File: src/rtl/core/mexp_pkg.sv
// shared widths and constants for the modular exponentiation block
package mexp_pkg;

    localparam int BASE_W = 63;
    localparam int EXP_W = 31;
    localparam int MOD_W = 31;
    localparam int EXP_BITS_DEF = 31;
    localparam int CNT_W = 6;

    localparam logic [MOD_W-1:0] MODULUS_RESET = 31'd1000000007;
    localparam logic [MOD_W-1:0] MODULUS_MIN = 31'd2;

endpackage

File: src/rtl/core/modular_exponentiation_top.sv
// modular exponentiation top level with shared modular multiply-step unit
//
// A request (start while busy is low) carries base_value and exponent; done pulses for
// one cycle with power_result once the item finishes, and the receiver cannot stall it.
// Everything runs on one shift-add modular step unit, one multiplier bit per cycle:
// the base is first reduced bit by bit, then each exponent bit up to the highest set
// bit takes a decision step, a multiply into the accumulator when the bit is set, and
// a square; a last decision step ends the item. A zero base skips the exponent bits
// and ends right after the reduction. done is high in the first cycle with busy low.
// The modulus is sampled when a request is taken, and a modulus of 0 or 1 is used as 2.
module modular_exponentiation_top #(
    parameter int EXP_BITS = mexp_pkg::EXP_BITS_DEF
) (
    input  logic                         clk,
    input  logic                         rst_n,
    input  logic                         start,
    output logic                         busy,
    input  logic [mexp_pkg::BASE_W-1:0]  base_value,
    input  logic [mexp_pkg::EXP_W-1:0]   exponent,
    output logic                         done,
    output logic [mexp_pkg::MOD_W-1:0]   power_result,
    input  logic                         cfg_valid,
    output logic                         cfg_ready,
    input  logic [mexp_pkg::MOD_W-1:0]   cfg_data
);
    import mexp_pkg::*;

    // exponent bits that take part
    localparam int EXP_USED = (EXP_BITS < EXP_W) ? EXP_BITS : EXP_W;

    localparam logic [2:0] S_IDLE   = 3'd0;
    localparam logic [2:0] S_REDUCE = 3'd1;
    localparam logic [2:0] S_BIT    = 3'd2;
    localparam logic [2:0] S_MUL    = 3'd3;
    localparam logic [2:0] S_SQR    = 3'd4;

    localparam logic [CNT_W-1:0] CNT_BASE = CNT_W'(BASE_W - 1);
    localparam logic [CNT_W-1:0] CNT_MUL = CNT_W'(MOD_W - 1);

    logic [2:0]          state_reg, state_next;
    logic [CNT_W-1:0]    cnt_reg, cnt_next;
    logic [MOD_W-1:0]    modulus_reg;
    logic [MOD_W-1:0]    m_reg, m_next;
    logic [BASE_W-1:0]   base_sh_reg, base_sh_next;
    logic [EXP_USED-1:0] exp_reg, exp_next;
    logic                zero_reg, zero_next;
    logic [MOD_W-1:0]    acc_reg, acc_next;
    logic [MOD_W-1:0]    pw_reg, pw_next;
    logic [MOD_W-1:0]    r_reg, r_next;
    logic [MOD_W-1:0]    mplier_reg, mplier_next;
    logic                done_reg, done_next;
    logic [MOD_W-1:0]    result_reg, result_next;

    // shared step unit: ((2*r mod m) + addend) mod m, addend below m
    logic [MOD_W-1:0] addend;
    logic [MOD_W:0]   dbl;
    logic [MOD_W:0]   dbl_red;
    logic [MOD_W:0]   sum;
    logic [MOD_W-1:0] step_out;

    always_comb
    begin
        if (state_reg == S_REDUCE)
        begin
            addend = {{(MOD_W-1){1'b0}}, base_sh_reg[BASE_W-1]};
        end
        else
        begin
            addend = mplier_reg[MOD_W-1] ? pw_reg : '0;
        end
        dbl = {r_reg, 1'b0};
        dbl_red = (dbl >= {1'b0, m_reg}) ? (dbl - {1'b0, m_reg}) : dbl;
        sum = dbl_red + {1'b0, addend};
        if (sum >= {1'b0, m_reg})
        begin
            sum = sum - {1'b0, m_reg};
        end
        step_out = sum[MOD_W-1:0];
    end

    // modulus register
    always_ff @(posedge clk or negedge rst_n)
    begin
        if (!rst_n)
        begin
            modulus_reg <= MODULUS_RESET;
        end
        else if (cfg_valid && cfg_ready)
        begin
            modulus_reg <= cfg_data;
        end
    end

    // sequencer
    always_comb
    begin
        state_next = state_reg;
        cnt_next = cnt_reg;
        m_next = m_reg;
        base_sh_next = base_sh_reg;
        exp_next = exp_reg;
        zero_next = zero_reg;
        acc_next = acc_reg;
        pw_next = pw_reg;
        r_next = r_reg;
        mplier_next = mplier_reg;
        done_next = 1'b0;
        result_next = result_reg;
        case (state_reg)
            S_IDLE:
            begin
                if (start)
                begin
                    m_next = (modulus_reg < MODULUS_MIN) ? MODULUS_MIN : modulus_reg;
                    base_sh_next = base_value;
                    exp_next = exponent[EXP_USED-1:0];
                    zero_next = (base_value == '0);
                    r_next = '0;
                    cnt_next = CNT_BASE;
                    state_next = S_REDUCE;
                end
            end
            S_REDUCE:
            begin
                r_next = step_out;
                base_sh_next = {base_sh_reg[BASE_W-2:0], 1'b0};
                cnt_next = cnt_reg - 1'b1;
                if (cnt_reg == '0)
                begin
                    pw_next = step_out;
                    acc_next = {{(MOD_W-1){1'b0}}, 1'b1};
                    state_next = S_BIT;
                end
            end
            S_BIT:
            begin
                r_next = '0;
                cnt_next = CNT_MUL;
                if (zero_reg || exp_reg == '0)
                begin
                    result_next = zero_reg ? '0 : acc_reg;
                    done_next = 1'b1;
                    state_next = S_IDLE;
                end
                else if (exp_reg[0])
                begin
                    mplier_next = acc_reg;
                    state_next = S_MUL;
                end
                else
                begin
                    mplier_next = pw_reg;
                    state_next = S_SQR;
                end
            end
            S_MUL:
            begin
                r_next = step_out;
                mplier_next = {mplier_reg[MOD_W-2:0], 1'b0};
                cnt_next = cnt_reg - 1'b1;
                if (cnt_reg == '0)
                begin
                    acc_next = step_out;
                    r_next = '0;
                    mplier_next = pw_reg;
                    cnt_next = CNT_MUL;
                    state_next = S_SQR;
                end
            end
            S_SQR:
            begin
                r_next = step_out;
                mplier_next = {mplier_reg[MOD_W-2:0], 1'b0};
                cnt_next = cnt_reg - 1'b1;
                if (cnt_reg == '0)
                begin
                    pw_next = step_out;
                    exp_next = exp_reg >> 1;
                    state_next = S_BIT;
                end
            end
            default:
            begin
                state_next = S_IDLE;
            end
        endcase
    end

    // control registers
    always_ff @(posedge clk or negedge rst_n)
    begin
        if (!rst_n)
        begin
            state_reg <= S_IDLE;
            done_reg <= 1'b0;
        end
        else
        begin
            state_reg <= state_next;
            done_reg <= done_next;
        end
    end

    // datapath registers
    always_ff @(posedge clk)
    begin
        cnt_reg <= cnt_next;
        m_reg <= m_next;
        base_sh_reg <= base_sh_next;
        exp_reg <= exp_next;
        zero_reg <= zero_next;
        acc_reg <= acc_next;
        pw_reg <= pw_next;
        r_reg <= r_next;
        mplier_reg <= mplier_next;
        result_reg <= result_next;
    end

    // outputs
    assign busy = (state_reg != S_IDLE);
    assign done = done_reg;
    assign power_result = result_reg;
    assign cfg_ready = 1'b1;

endmodule

File: config.mk
export PLATFORM = sky130hd
export DESIGN_NAME = modular_exponentiation_top
export DESIGN_NICKNAME = d
export VERILOG_FILES = /design/src/rtl/core/mexp_pkg.sv /design/src/rtl/core/modular_exponentiation_top.sv
export SDC_FILE = /design/constraint.sdc
export NUM_CORES = 1
export LEC_CHECK = 0
export BUFFER_PORTS_ARGS = -buffer_cell sky130_fd_sc_hd__buf_2
export CAP_MARGIN = 25
export CORE_MARGIN = 2
export CORE_UTILIZATION = 24
export CTS_CLUSTER_DIAMETER = 200
export DETAILED_ROUTE_END_ITERATION = 6
export PLACE_DENSITY = 0.41
export SLEW_MARGIN = 25
export SYNTH_ARGS = -nofsm -noshare
export SYNTH_HDL_FRONTEND = slang
export SYNTH_SLANG_ARGS = --single-unit
File: constraint.sdc
create_clock -name clk -period 12.55 [get_ports clk]
set_input_delay 1.255 -clock clk [delete_from_list [all_inputs] [get_ports clk]]
set_output_delay 1.255 -clock clk [all_outputs]
set_load 0.01 [all_outputs]
Word-level counts from Yosys, hierarchy flattened
Index checks and enable logic that the tools add are counted. W data, S select, Z words.

Latch bits: 0. Memories: 0. RAM bits: 0. Bits of input ports: 129. Logic and storage cells: 81. ROM bits: 0. Register bits after elaboration: 322. Output and inout port bits: 34.

Muxes and demuxes: 30. Add/sub/neg operators: 4. Order comparisons: 3. Reductions and logical operators: 21. Bitwise operators: 0. Eq/ne operators: 10. Div/mod/pow operators: 0. Multiply operators: 0. Shifts and indexed selects: 0.

Operator list (number): $mux W31 (12); $pmux W63 S2 (1); $pmux W31 S2 (2); $pmux W31 S4 (1); $pmux W31 S3 (1); $ge A32 B31 Y1 (2); $logic_not A63 Y1 (1); $mux W63 (1); $add A32 B31 Y32 (1); $mux W32 (1); $sub A32 B31 Y32 (1); $logic_not A31 Y1 (1); $lt A31 B2 Y1 const B (1); $sub A31 B31 Y31 (1); $pmux W6 S4 (1); $mux W3 (5); $mux W6 (2); $pmux W3 S4 (1); $reduce_and A2 Y1 (6); $reduce_and A3 Y1 (3); $ne A2 B2 Y1 const B (4); $eq A3 B2 Y1 const B (2); $logic_not A6 Y1 (1); $reduce_bool A2 Y1 (3); 10 further kinds (13).

Logic depth before layout (Yosys ltp)
Depth after elaboration: 7. Gate-level depth with buffers: 36. Mapped depth without buffers: 30.

Worst setup path before layout
OpenSTA, ideal clock, no wires.

Kind: reg2reg. Start: register r_reg[19]. End: register r_reg[10] (data pin). Required time: 12.280 ns. Buffers on the path: 6. Stages on the path, launching flop included: 31. Arrival: 6.645 ns. Slack: 5.634 ns. Path through: edfxtp_1 -> ha_1 -> clkbuf_1 -> nand4_1 -> or3_1 -> a2111oi_2 -> or2_2 -> clkbuf_1 -> clkbuf_1 -> nor2_1 -> a21oi_1 -> ha_1 -> a21oi_1 -> a31oi_1 -> or3_1 -> nor2_1 -> xor2_1 -> inv_1 -> ha_1 -> clkbuf_1 -> a21o_1 -> a21o_1 -> a221oi_1 -> o21ai_0 -> o21bai_1 -> a31oi_1 -> a311o_1 -> buf_4 -> buf_2 -> o21ai_1 -> a21oi_1.

Word-level cells in the longest chain between the ends: 7. Elaborated cells on any way between the ends: 9.

Ends and longest elaborated chain: from (decl) (line modular_exponentiation_top.sv:49) `logic [MOD_W-1:0] r_reg, r_next;`; from (signal assigned) (line modular_exponentiation_top.sv:214) `r_reg <= r_next;`; $sub A32 B31 Y32 / $ge A32 B31 Y1 (equally long branches) (line modular_exponentiation_top.sv:72) `dbl_red = (dbl >= {1'b0, m_reg}) ? (dbl - {1'b0, m_reg}) : dbl;`; $mux W32 (*) (line modular_exponentiation_top.sv:72); $add A32 B31 Y32 (*) (line modular_exponentiation_top.sv:73) `sum = dbl_red + {1'b0, addend};`; $ge A32 B31 Y1 / $sub A31 B31 Y31 (equally long branches) (line modular_exponentiation_top.sv:74, modular_exponentiation_top.sv:76); $mux W31 (*) (line modular_exponentiation_top.sv:74) `if (sum >= {1'b0, m_reg})`; $mux W31 (line modular_exponentiation_top.sv:161) `if (cnt_reg == '0)`; $pmux W31 S4 (*) (line modular_exponentiation_top.sv:109) `case (state_reg)`; named net r_next[10] (line modular_exponentiation_top.sv:49).

Mark *: on every way through the listed nets, which the timed path passes. The rest lies on a longest branch. A chain may end at the register's enable or synchronous reset.

Final worst setup path
Start: register r_reg[2]. End: register r_reg[12] (data pin).

Word-level cells in the longest chain between the ends: 7. Elaborated cells on any way between the ends: 9.

Ends and longest elaborated chain (line): $sub A32 B31 Y32 / $ge A32 B31 Y1 (equally long branches) (modular_exponentiation_top.sv:72); $mux W32 (*) (modular_exponentiation_top.sv:72); $add A32 B31 Y32 (*) (modular_exponentiation_top.sv:73); $sub A31 B31 Y31 / $ge A32 B31 Y1 (equally long branches) (modular_exponentiation_top.sv:76, modular_exponentiation_top.sv:74); $mux W31 (*) (modular_exponentiation_top.sv:74); $mux W31 (modular_exponentiation_top.sv:161); $pmux W31 S4 (*) (modular_exponentiation_top.sv:109); named net r_next[12] (modular_exponentiation_top.sv:49).

Marks and branches as above.

==> out/results.ini <==
[run_status]
status = complete, no violations

[drt]
drc = 0
ant_nets = 0
dr.pass1.iters = 6
drt_iter0_markers = 1134
vias = 15300
viasPerCell = 4.85
routedWlPerCell_um = 19.6
wirelength_um = 61800

[die]
num_io_pins = 163
rows = 104
die_h_um = 288
die_area_mm2 = 0.0829
initial_core_util_pct = 24.1
die-width_um = 288
core_area_mm2 = 0.0802

[synthesis]
ys_warn_count = 0
synth_seq_cells = 322
synthesis.nets = 2183
syn_area_per_cell_um2 = 9.88
synthCells = 1957
ys_types = 81
ys_seq_area_share_pct = 49.2
synth_edf_count = 287
synth_top_cells_by_area = edfxtp_1, nand2_1, ha_1
netlist_area_mm2 = 0.0193
synth_top_area_share_pct = 44.6
async_reset_ff_share_pct = 10.9
yosysTopAreaCell = edfxtp_1
synth-main-ff-cell = edfxtp_1

[final_layout]
diodes = 0
largest_reg_flops = 63
syn2layout_area_growth_pct = 16.8
layout.nets = 2291
layout-drive-gt1-share_pct = 16.5

[setup_path]
cp.required_ns = 12.84
critPathMostFrequentCell = ha_1
reg2reg_from = r_reg[2]
start_kind = flop
r2r_end = r_reg[12]
cp-end-kind = flop
r2r_slack_ns = 3.09
cp_max_fo = 54
reg2reg_depth = 28
critPathSlowestCell = a211oi_1
critPathKind = reg -> reg
cpPeakStageDelay_ns = 0.67
critPathArrivalTime_ns = 9.75

[grt]
grt_pass1_vias = 14800
grt_max_degree = 77
groute.usage.overall_pct = 14.6
antenna_found_initial = 2
grtUsageMet1_pct = 22.2
grt-ovfl-total = 0
top_usage_layer = met1
grt_pass1_wl_um = 93000
grt_use_met2_pct = 21.2
use_met3_pct = 2.88

[cts]
cts_tree = built
htreeDepth = 2
insertion_delay_ns = 0.58
cts_root_buffer = clkbuf_16
clkSinkCount = 322
cts_hold_buf = 0
max-clock-path-buffers = 3
clk_pin_slew_worst_paths_ns = 0.06
cts_setup_buffers = 0
ctsResizeCount = 0
cts_buffers = 43

[sta]
hold_violations = 0
layout_min_cycle_time_ns = 9.46
fin_tns_setup_ns = 0
fmax_mhz = 106
grt_setup_unrepaired = no
setup_violations = 0
drv_slew = 0
skew_ns = 0.0237
period_share_pct = 75.3
worst_slew_pin_slew_ns = 0.985
maxSlewHeadroom_pct = 34.3

[placement]
dpl.hpwl_um = 46500
port_buffers = 161
place.gp.congestion = 0.905

[hold_path]
holdPathEnd = m_reg[6]
hp-class = reg -> reg
min_from = modulus_reg[6]
worstHoldPathCells = 0

[run]
cap_violations = 0

==> metrics by stage <==
| step | instances | instance area (um2) | util, % | hold slack [ns] | worst slack, ns |
|---|---|---|---|---|---|
| floorplan | 1957 | 19300 | - | 0.484 | 5.63 |
| global placement | 3080 | 21200 | 26.5 | 0.466 | 3.29 |
| detailed placement | 3080 | 21200 | 26.5 | 0.466 | 3.37 |
| CTS | 3157 | 22600 | 28.2 | 0.479 | 3.25 |
| global route | 3157 | 22600 | 28.2 | 0.492 | 2.61 |
| finish | 3157 | 22600 | 28.2 | 0.475 | 3.09 |
==> layer usage <==
layer,vias to the layer above,routed length (um)
met2,462,25800
met4,2,956
li1,7372,-
met3,59,4020
met1,7414,31000
met5,-,11
==> cell families (layout without fill, tap and decap cells) <==
family / after synthesis / count (layout) / share of synthesized area, %
compound gates: 458 / 458 / 16.1
xor+xnor: 76 / 76 / 3.44
fa+ha+maj: 97 / 97 / 6.39
buf+inv: 232 / 372 / 4.72
flops: 322 / 322 / 49.2
mux: 38 / 38 / 2.19
other cells: 1 / 1 / 0.0194
simple gates: 733 / 733 / 17.9
==> cell type report <==
type	instances	area, um2
multi-input cells	1403	9000
repair buffers	185	988
clock buffers	57	1160
flip-flops and latches	322	9510
well taps	1060	1330
fillers	8545	57600
clock inverters	20	181
inverters	110	413
==> cell usage in the layout (no fill, tap or decap), types with 34 or more instances in the layout <==
cell	instances
nand2_1	368
edfxtp_1	287
buf_2	160
a21oi_1	143
inv_1	110
ha_1	94
nor2_1	71
o21ai_0	56
a211oi_1	47
nor2b_1	46
a21o_1	44
and3_1	44
clkbuf_16	44
nand3_1	41
xnor2_1	41
xor2_1	35
mux2_2	34
==> cells in the mapped netlist (44+ instances only) <==
master      n
a21o_1     44
a21oi_1   145
inv_1     110
a211oi_1   47
nor2_1     73
clkbuf_1  103
ha_1       94
nand2_1   369
o21ai_0    59
edfxtp_1  287
and3_1     44
nor2b_1    47
==> worst max-delay path, delay by kind of cell (launching register included) <==
kind | cells | cell delay (ns)
AO/OA/AOI/OAI | 13 | 3.84
XOR/XNOR | 1 | 0.41
adder cells (fa/ha/maj) | 3 | 1.29
buffers and inverters | 3 | 0.83
flip-flops | 1 | 0.47
AND/OR/NAND/NOR | 8 | 2.25
==> worst max path at each step <==
stage                     depth (start not counted)  startpoint   endpoint
final                                            28    r_reg[2]  r_reg[12]
after global routing                             29    r_reg[2]  r_reg[12]
after CTS                                        29    r_reg[2]  r_reg[12]
after detailed placement                         29    r_reg[2]  r_reg[12]
after global placement                           27    r_reg[4]  r_reg[12]
after floorplan                                  30   r_reg[19]  r_reg[10]
Power is left out: the tool's default activity adds up to more than one toggle a clock period on the data nets, which glitch-free logic cannot reach.
